--- src/hdl/adrp_pkg.sv ---
// ----------------------------------------------------------------------------
// adrp_pkg
// Shared constants and types for the ADRP/ADD pair address resolver.
// ----------------------------------------------------------------------------
package adrp_pkg;

    localparam int DEF_ADDR_WIDTH = 64;
    localparam int REG_W          = 5;
    localparam int WORD_W         = 32;
    localparam int ADRP_IMM_W     = 21;
    localparam int ADD_IMM_W      = 24;
    localparam int PAGE_SHIFT     = 12;

    localparam logic [WORD_W-1:0] ADRP_MASK = 32'h9F00_0000;
    localparam logic [WORD_W-1:0] ADRP_CODE = 32'h9000_0000;
    localparam logic [WORD_W-1:0] ADDI_MASK = 32'hFF00_0000;
    localparam logic [WORD_W-1:0] ADDI_CODE = 32'h9100_0000;

    localparam logic [REG_W-1:0] TARGET_RESET = 5'd2;

    typedef struct packed {
        logic                  dst_match;
        logic                  is_adrp;
        logic                  is_addi_pair;
        logic [ADRP_IMM_W-1:0] adrp_imm;
        logic [ADD_IMM_W-1:0]  add_imm;
    } t_dec;

endpackage

--- src/hdl/adrp_in_if.sv ---
// ----------------------------------------------------------------------------
// adrp_in_if
// Request channel: instruction word, its address and the end-of-window flag.
// ----------------------------------------------------------------------------
interface adrp_in_if #(
    parameter int ADDR_WIDTH = adrp_pkg::DEF_ADDR_WIDTH
);
    logic                           valid;
    logic                           ready;
    logic [adrp_pkg::WORD_W-1:0]    insn_word;
    logic [ADDR_WIDTH-1:0]          insn_addr;
    logic                           last_word;

    modport source (output valid, output insn_word, output insn_addr, output last_word,
                    input ready);
    modport sink   (input valid, input insn_word, input insn_addr, input last_word,
                    output ready);
endinterface

--- src/hdl/adrp_out_if.sv ---
// ----------------------------------------------------------------------------
// adrp_out_if
// Result channel: hit flag, resolved address and end-of-scan echo.
// ----------------------------------------------------------------------------
interface adrp_out_if #(
    parameter int ADDR_WIDTH = adrp_pkg::DEF_ADDR_WIDTH
);
    logic                  valid;
    logic                  ready;
    logic                  hit;
    logic [ADDR_WIDTH-1:0] resolved_addr;
    logic                  scan_end;

    modport source (output valid, output hit, output resolved_addr, output scan_end,
                    input ready);
    modport sink   (input valid, input hit, input resolved_addr, input scan_end,
                    output ready);
endinterface

--- src/hdl/adrp_decode.sv ---
// ----------------------------------------------------------------------------
// adrp_decode
// Field decode of one instruction word against the target register.
// ----------------------------------------------------------------------------
module adrp_decode (
    input  logic [adrp_pkg::WORD_W-1:0] i_word,
    input  logic [adrp_pkg::REG_W-1:0]  i_target,
    output adrp_pkg::t_dec              o_dec
);

    logic [11:0] w_imm12;

    assign w_imm12 = i_word[21:10];

    always_comb begin
        o_dec.dst_match    = (i_word[4:0] == i_target);
        o_dec.is_adrp      = ((i_word & adrp_pkg::ADRP_MASK) == adrp_pkg::ADRP_CODE);
        o_dec.is_addi_pair = ((i_word & adrp_pkg::ADDI_MASK) == adrp_pkg::ADDI_CODE)
                             && (i_word[9:5] == i_target);
        o_dec.adrp_imm     = {i_word[23:5], i_word[30:29]};
        if (i_word[22]) begin
            o_dec.add_imm = {w_imm12, 12'd0};
        end else begin
            o_dec.add_imm = {12'd0, w_imm12};
        end
    end

endmodule

--- src/hdl/adrp_core.sv ---
// ----------------------------------------------------------------------------
// adrp_core
// Scan state (armed page, found flag) and pair resolution for one word.
// ----------------------------------------------------------------------------
module adrp_core #(
    parameter int ADDR_WIDTH = adrp_pkg::DEF_ADDR_WIDTH
) (
    input  logic                  i_clk,
    input  logic                  i_rst_n,
    input  logic                  i_step,
    input  adrp_pkg::t_dec        i_dec,
    input  logic [ADDR_WIDTH-1:0] i_addr,
    input  logic                  i_last,
    output logic                  o_hit,
    output logic [ADDR_WIDTH-1:0] o_res
);

    logic                  r_armed;
    logic                  r_found;
    logic [ADDR_WIDTH-1:0] r_page;
    logic                  n_armed;
    logic                  n_found;
    logic                  w_active;
    logic                  w_load;
    logic [ADDR_WIDTH-1:0] w_off;
    logic [ADDR_WIDTH-1:0] w_new_page;
    logic [ADDR_WIDTH-1:0] w_sum;

    assign w_active = !r_found && i_dec.dst_match;
    assign o_hit    = w_active && r_armed && i_dec.is_addi_pair;
    assign w_load   = w_active && !o_hit && i_dec.is_adrp;

    assign w_off = {{(ADDR_WIDTH-adrp_pkg::ADRP_IMM_W){i_dec.adrp_imm[adrp_pkg::ADRP_IMM_W-1]}},
                    i_dec.adrp_imm} << adrp_pkg::PAGE_SHIFT;
    assign w_new_page = {i_addr[ADDR_WIDTH-1:adrp_pkg::PAGE_SHIFT],
                         {adrp_pkg::PAGE_SHIFT{1'b0}}} + w_off;
    assign w_sum = r_page + {{(ADDR_WIDTH-adrp_pkg::ADD_IMM_W){1'b0}}, i_dec.add_imm};
    assign o_res = o_hit ? w_sum : '0;

    always_comb begin
        n_armed = w_active ? w_load : r_armed;
        n_found = r_found || o_hit;
        if (i_last) begin
            n_armed = 1'b0;
            n_found = 1'b0;
        end
    end

    always_ff @(posedge i_clk) begin
        if (!i_rst_n) begin
            r_armed <= 1'b0;
            r_found <= 1'b0;
            r_page  <= '0;
        end else if (i_step) begin
            r_armed <= n_armed;
            r_found <= n_found;
            if (w_load) begin
                r_page <= w_new_page;
            end
        end
    end

`ifndef ASSERT_OFF
    a_found_not_armed: assert property (@(posedge i_clk) disable iff (!i_rst_n)
        !(r_found && r_armed))
        else $error("page armed after the scan already hit");

    a_last_clears: assert property (@(posedge i_clk) disable iff (!i_rst_n)
        i_step && i_last |=> !r_found && !r_armed)
        else $error("scan state survived the last word");

    a_hit_sets_found: assert property (@(posedge i_clk) disable iff (!i_rst_n)
        i_step && o_hit && !i_last |=> r_found)
        else $error("hit did not mark the scan found");
`endif

endmodule

--- src/hdl/adrp_add_address_resolver_top.sv ---
// ----------------------------------------------------------------------------
// adrp_add_address_resolver_top
// Streams instruction words and resolves the first ADRP/ADD pair on the
// configured register into a full address, one result per word.
//
//   channel   dir  handshake      payload
//   i_req     in   valid/ready    insn_word, insn_addr, last_word
//   o_rsp     out  valid/ready    hit, resolved_addr, scan_end
//   i_cfg_*   in   write enable   target_reg (5 bits)
//
// One word per cycle while results are taken; a word passes the input
// register, then the result register, with decode and one page add between.
// Synchronous active-low reset clears both stages and the scan state;
// target_reg resets to 2.
// A stalled result holds in the result register; a new request is still
// taken while the input stage is empty or moving.
// ----------------------------------------------------------------------------
module adrp_add_address_resolver_top #(
    parameter int ADDR_WIDTH = adrp_pkg::DEF_ADDR_WIDTH
) (
    input  logic                       i_clk,
    input  logic                       i_rst_n,
    input  logic                       i_cfg_we,
    input  logic [adrp_pkg::REG_W-1:0] i_cfg_wdata,
    adrp_in_if.sink                    i_req,
    adrp_out_if.source                 o_rsp
);

    logic [adrp_pkg::REG_W-1:0]  r_target;
    logic                        r_s1_valid;
    logic [adrp_pkg::WORD_W-1:0] r_s1_word;
    logic [ADDR_WIDTH-1:0]       r_s1_addr;
    logic                        r_s1_last;
    logic                        r_out_valid;
    logic                        r_out_hit;
    logic [ADDR_WIDTH-1:0]       r_out_addr;
    logic                        r_out_end;

    logic                  w_advance;
    logic                  w_step;
    logic                  w_accept;
    adrp_pkg::t_dec        w_dec;
    logic                  w_hit;
    logic [ADDR_WIDTH-1:0] w_res;

    assign w_advance   = !r_out_valid || o_rsp.ready;
    assign w_step      = r_s1_valid && w_advance;
    assign i_req.ready = !r_s1_valid || w_advance;
    assign w_accept    = i_req.valid && i_req.ready;

    assign o_rsp.valid         = r_out_valid;
    assign o_rsp.hit           = r_out_hit;
    assign o_rsp.resolved_addr = r_out_addr;
    assign o_rsp.scan_end      = r_out_end;

    adrp_decode u_decode (
        .i_word   (r_s1_word),
        .i_target (r_target),
        .o_dec    (w_dec)
    );

    adrp_core #(
        .ADDR_WIDTH (ADDR_WIDTH)
    ) u_core (
        .i_clk   (i_clk),
        .i_rst_n (i_rst_n),
        .i_step  (w_step),
        .i_dec   (w_dec),
        .i_addr  (r_s1_addr),
        .i_last  (r_s1_last),
        .o_hit   (w_hit),
        .o_res   (w_res)
    );

    always_ff @(posedge i_clk) begin
        if (!i_rst_n) begin
            r_target <= adrp_pkg::TARGET_RESET;
        end else if (i_cfg_we) begin
            r_target <= i_cfg_wdata;
        end
    end

    always_ff @(posedge i_clk) begin
        if (!i_rst_n) begin
            r_s1_valid  <= 1'b0;
            r_out_valid <= 1'b0;
        end else begin
            if (i_req.ready) begin
                r_s1_valid <= i_req.valid;
            end
            if (w_advance) begin
                r_out_valid <= r_s1_valid;
            end
        end
    end

    always_ff @(posedge i_clk) begin
        if (w_accept) begin
            r_s1_word <= i_req.insn_word;
            r_s1_addr <= i_req.insn_addr;
            r_s1_last <= i_req.last_word;
        end
        if (w_step) begin
            r_out_hit  <= w_hit;
            r_out_addr <= w_res;
            r_out_end  <= r_s1_last;
        end
    end

`ifndef ASSERT_OFF
    a_miss_is_zero: assert property (@(posedge i_clk) disable iff (!i_rst_n)
        r_out_valid && !r_out_hit |-> r_out_addr == '0)
        else $error("nonzero address on a miss");

    a_step_fills_out: assert property (@(posedge i_clk) disable iff (!i_rst_n)
        w_step |=> r_out_valid)
        else $error("request advanced but no result held");

    a_reset_empty: assert property (@(posedge i_clk)
        !i_rst_n |=> !r_s1_valid && !r_out_valid)
        else $error("pipeline not empty after reset");
`endif

endmodule

--- src/flat_wrapper.sv ---
// flat-port wrapper written by rule: the top's interface ports become plain ports
module adrp_add_address_resolver_top_flat 
#(
    parameter int ADDR_WIDTH = adrp_pkg::DEF_ADDR_WIDTH
)
  (i_clk, i_rst_n, i_cfg_we, i_cfg_wdata, i_req_valid, i_req_insn_word, i_req_insn_addr, i_req_last_word, i_req_ready, o_rsp_valid, o_rsp_hit, o_rsp_resolved_addr, o_rsp_scan_end, o_rsp_ready);
  adrp_in_if #(.ADDR_WIDTH(ADDR_WIDTH)) i_req_i ();
  adrp_out_if #(.ADDR_WIDTH(ADDR_WIDTH)) o_rsp_i ();
  input  logic i_clk;
  input  logic i_rst_n;
  input  logic i_cfg_we;
  input  logic [adrp_pkg::REG_W-1:0] i_cfg_wdata;
  input wire logic [$bits(i_req_i.valid)-1:0] i_req_valid;
  input wire logic [$bits(i_req_i.insn_word)-1:0] i_req_insn_word;
  input wire logic [$bits(i_req_i.insn_addr)-1:0] i_req_insn_addr;
  input wire logic [$bits(i_req_i.last_word)-1:0] i_req_last_word;
  output wire logic [$bits(i_req_i.ready)-1:0] i_req_ready;
  output wire logic [$bits(o_rsp_i.valid)-1:0] o_rsp_valid;
  output wire logic [$bits(o_rsp_i.hit)-1:0] o_rsp_hit;
  output wire logic [$bits(o_rsp_i.resolved_addr)-1:0] o_rsp_resolved_addr;
  output wire logic [$bits(o_rsp_i.scan_end)-1:0] o_rsp_scan_end;
  input wire logic [$bits(o_rsp_i.ready)-1:0] o_rsp_ready;
  assign i_req_i.valid = i_req_valid;
  assign i_req_i.insn_word = i_req_insn_word;
  assign i_req_i.insn_addr = i_req_insn_addr;
  assign i_req_i.last_word = i_req_last_word;
  assign i_req_ready = i_req_i.ready;
  assign o_rsp_valid = o_rsp_i.valid;
  assign o_rsp_hit = o_rsp_i.hit;
  assign o_rsp_resolved_addr = o_rsp_i.resolved_addr;
  assign o_rsp_scan_end = o_rsp_i.scan_end;
  assign o_rsp_i.ready = o_rsp_ready;
  adrp_add_address_resolver_top #(.ADDR_WIDTH(ADDR_WIDTH)) u_core (.i_clk(i_clk), .i_rst_n(i_rst_n), .i_cfg_we(i_cfg_we), .i_cfg_wdata(i_cfg_wdata), .i_req(i_req_i), .o_rsp(o_rsp_i));
endmodule
--- config.mk ---
export PLATFORM = sky130hd
export DESIGN_NAME = adrp_add_address_resolver_top_flat
export DESIGN_NICKNAME = d
export VERILOG_FILES = /design/src/hdl/adrp_pkg.sv /design/src/hdl/adrp_in_if.sv /design/src/hdl/adrp_out_if.sv /design/src/hdl/adrp_decode.sv /design/src/hdl/adrp_core.sv /design/src/hdl/adrp_add_address_resolver_top.sv /design/src/flat_wrapper.sv
export SDC_FILE = /design/constraint.sdc
export NUM_CORES = 1
export LEC_CHECK = 0
export ABC_AREA = 1
export ABC_CLOCK_PERIOD_IN_PS = 13800
export BUFFER_PORTS_ARGS = -buffer_cell sky130_fd_sc_hd__buf_2
export CAP_MARGIN = 0
export CORE_MARGIN = 1
export CORE_UTILIZATION = 60
export CTS_BUF_LIST = sky130_fd_sc_hd__clkbuf_8
export CTS_CLUSTER_DIAMETER = 100
export DETAILED_ROUTE_END_ITERATION = 10
export PLACE_DENSITY = 0.8
export SLEW_MARGIN = 20
export SYNTH_ARGS = -nofsm -noshare
export SYNTH_HDL_FRONTEND = slang
export SYNTH_HIERARCHICAL = 1
export SYNTH_SLANG_ARGS = --single-unit
--- constraint.sdc ---
create_clock -name i_clk -period 13.8 [get_ports i_clk]
set_clock_uncertainty 0.2 [all_clocks]
set_input_delay 0.69 -clock i_clk [delete_from_list [all_inputs] [get_ports i_clk]]
set_output_delay 0.69 -clock i_clk [all_outputs]
set_load 0.03 [all_outputs]
Word level (Yosys, flattened, before mapping)
Index checks and enable logic that the tools add are counted.
Widths: inputs -> output; s select.
{"block": "word_totals", "reg_bits": 236, "elab_cells": 40}
{"block": "op_classes", "n_addsub": 2, "reduce_logical": 18, "n_eq_ne": 4, "muxes": 4}
{"op": "$add 64x24->64", "count": 1}
{"op": "$add 64x64->64", "count": 1}
{"op": "$mux 24", "count": 1}
{"op": "$eq 5x5->1", "count": 2}
{"op": "$eq 8x8->1 const B", "count": 1}
{"op": "$logic_and 1x1->1", "count": 8}
{"op": "$eq 6x6->1 const B", "count": 1}
{"op": "$logic_not 1->1", "count": 4}
{"op": "$reduce_and 2->1", "count": 2}
{"op": "$logic_or 1x1->1", "count": 3}
{"op": "$mux 1", "count": 3}
{"op": "$reduce_bool 2->1", "count": 1}

Longest topological paths before layout
{"block": "depth", "ltp_word": 9, "mapped_depth": 17}

Cells and area by module
Netlist, hierarchy kept.
{"module": "adrp_core", "area_each_um2": 8854.7, "cells_per_inst": 1695, "seq_area_each_um2": 1081.0, "instances": 1}
{"module": "adrp_add_address_resolver_top", "area_each_um2": 5156.2, "cells_per_inst": 197, "seq_area_each_um2": 5034.8, "instances": 1}
{"module": "adrp_decode", "area_each_um2": 575.6, "cells_per_inst": 122, "seq_area_each_um2": 0.0, "instances": 1}

Worst setup path before layout
OpenSTA, ideal clock, no wires.
{"block": "synth_path", "path_kind": "input -> register", "from": "input port o_rsp_ready", "to": "register u_core.u_core.r_page[54]", "path_stages": 9, "setup_slack_ns": 8.002, "arrival_time_ns": 5.489, "required_time_ns": 13.491, "n_path_buf": 2, "path_cell_list": "inv_1 > a21oi_1 > nand4_1 > inv_1 > buf_2 > buf_1 > nand3_1 > nand2_1 > inv_1"}
{"block": "synth_between", "elab_chain_len": 3}
{"element": "start: declaration", "line": "flat_wrapper.sv:22", "source": "input wire logic [$bits(o_rsp_i.ready)-1:0] o_rsp_ready;"}
{"element": "$logic_or 1x1->1", "line": "adrp_add_address_resolver_top.sv:46", "source": "assign w_advance = !r_out_valid || o_rsp.ready;"}
{"element": "$logic_and 1x1->1", "line": "adrp_add_address_resolver_top.sv:47", "source": "assign w_step = r_s1_valid && w_advance;"}
{"element": "net u_core.w_step", "line": "adrp_add_address_resolver_top.sv:40", "source": "logic w_step;"}
{"element": "$reduce_and 2->1 (no line)"}
{"element": "end signal: assignment", "line": "adrp_core.sv:58", "source": "r_page <= w_new_page;"}
{"element": "end: declaration", "line": "adrp_core.sv:20", "source": "logic [ADDR_WIDTH-1:0] r_page;"}
The timed path passes the listed nets, and every way through them passes these cells.
A chain may end at the register's enable or synchronous reset.

==> key figures <==
STA
  – Fin crit share: 0.247
  – Minimum clock period: 3.42 ns
  – Unrepaired setup endpoints after global routing: false
  – Setup_tns: 0 ns
  – Actual slew at the worst max-slew pin: 0.874 ns
  – Slew margin rel.: 0.417
  – Final setup violation count: 0
  – Final Max Slew Viols: 0
  – Final Hold Fails: 0
  – Fmax: a little under 300 MHz

Detailed routing
  – Wire per inst: between 15 and 20 um
  – Via/cell ratio: 5.21
  – Routed wire length: 38000 um
  – Post-route ant nets: 0
  – Drt pass-1 iters: 5
  – Vias: 13000
  – Initial drt markers: a little under 1000
  – DRC viols: 0

GRT
  – First-pass GRT wire length: ~60000 um
  – Vias in the first global route: 11900
  – Largest net degree at the start of global routing: 70
  – GR Overflow Total: 0
  – Initial antenna violation count: 0
  – Tot GR Track Use: 0.315

CTS
  – # hold bufs at CTS: 0
  – Clk sinks: around 210
  – CTS tree: built
  – Htree depth: 2
  – Register clock-pin slew on the reported worst setup and hold paths: 0.06 ns
  – Post_cts resized: 0
  – Clock Tree Buf Depth: 3
  – Post-CTS Setup Bufs: 0
  – Worst skew pair latency: 0.54 ns
  – Num CTS Buffers: 35
  – Root Buffer: clkbuf_8

Layout
  – Layout Nets: approximately 2300
  – Commonest cells after routing, fill and taps aside: nand2_1, inv_1, nor2_1, buf_2, edfxtp_1
  – Final Cell Area: 15900 um^2
  – Most common cell after layout, fill and taps aside: nand2_1
  – ANT cells: 0
  – Non-filler cells, final: 2500
  – Area Overhead vs Synth: 11.9%
  – # fillers: 1985
  – Layout cells sized above 1: 0.129

Status
  – Outcome: completed

Worst hold path
  – Worst hold stages: 1
  – Min-delay worst type: in2reg

Floorplan
  – Initial core utilization: 0.621
  – Die width: 156 um
  – Die Y: approximately 160 um
  – Die area: 24300 um^2
  – Rows: 55
  – Total core area: 22900 um^2
  – Io pins: 175

Synthesis
  – Syn Area/Cell: 7.11 um^2
  – Syn nets: roughly 2200
  – Warnings from Yosys: 6
  – Synth Cell Area: 14200 um^2
  – Mapped Cells: 2002

Critical path
  – Crit path required time: 13.86 ns
  – Worst r2r path cells: 15
  – CP arrival: 3.48 ns
  – Crit-path max FO: 25
  – R2R Setup Slk: 10.38 ns
  – Type of the worst setup path: reg2reg
  – Setup crit end kind: flip-flop
  – Setup crit start kind: flip-flop

Placed design
  – GP Congestion: 0.969
  – Port Buffers: 162
  – HPWL after detailed placement: 30300 um
  – Dpl cells: 2437
  – Cell Area, Placed: 15200 um^2

Run
  – Max cap viols: 0

Power
  – Max VDD drop: 0.0000964 V
  – Pwr/cell area: just under 100 nW/um^2
  – Leak: 7.96 nW
[metrics by stage]
stage / util / hold slack [ns] / total power (W) / setup WS, ns
finish: 0.694 / 0.119 / 0.00153 / 10.38
detailed placement: 0.664 / 0.256 / 0.00100 / 10.19
global placement: 0.664 / 0.250 / 0.000994 / 10.27
floorplan: - / 0.226 / 0.000924 / 8.00
CTS: 0.693 / 0.0933 / 0.00154 / 10.46
global route: 0.694 / 0.105 / 0.00160 / 10.23
[sequential cells by signal (all words and copies together) (netlist names), 5 cells and up]
register                    flops
u_core/o_rsp.resolved_addr     64
u_core/r_s1_addr               52
u_core/u_core/r_page           52
u_core/r_s1_word               32
u_core/r_target                 5
[metal layers]
metal | routed length [um] | global-route usage | part of all wire | vias to the layer above
met3 | 3040 | 0.0444 | 0.080 | 67
li1 | - | - | - | 6601
met1 | 15900 | 0.401 | 0.42 | 5849
met5 | 0 | 0 | 0 | -
met2 | 18000 | 0.546 | 0.47 | 499
met4 | 1030 | 0.110 | 0.027 | 0
[layout make-up]
cell class / instances / area, um^2 / area share
sequential: 212 / 5760 / 0.362
clock buffer: 37 / 509 / 0.0320
inverter: 394 / 1480 / 0.0930
clock inverter: 25 / 171 / 0.0108
multi-input combinational: 1351 / 6730 / 0.423
tap: 313 / 392 / 0.0246
timing repair buffer: 168 / 876 / 0.0550
[critical path, stage by stage (launching register included)]
cell and delay, ns:
edfxtp_1 0.75, nand2_1 0.16, inv_1 0.05, ha_1 0.22
fa_1 0.41, nand2_1 0.08, nand2_1 0.07, o21ai_2 0.13
inv_1 0.13, nand2_1 0.09, nand2_2 0.10, a21oi_1 0.24
inv_1 0.14, nand2_1 0.15, xor2_1 0.15, nor2_1 0.05
[report_power, final]
part / total (W) / switching, W / internal, W
sequential: 0.000721 / 0.0000134 / 0.000708
combinational: 0.000275 / 0.000187 / 0.0000879
clock: 0.000538 / 0.000249 / 0.000288
[worst paths after layout]
kind                   startpoint                        endpoint
max          u_core/r_s1_word[22]  u_core/o_rsp.resolved_addr[56]
min           i_req_insn_word[18]            u_core/r_s1_word[18]
max reg2reg  u_core/r_s1_word[22]  u_core/o_rsp.resolved_addr[56]
min reg2reg      u_core/r_s1_last           u_core/o_rsp.scan_end
(Power assumes the default switching activity.)
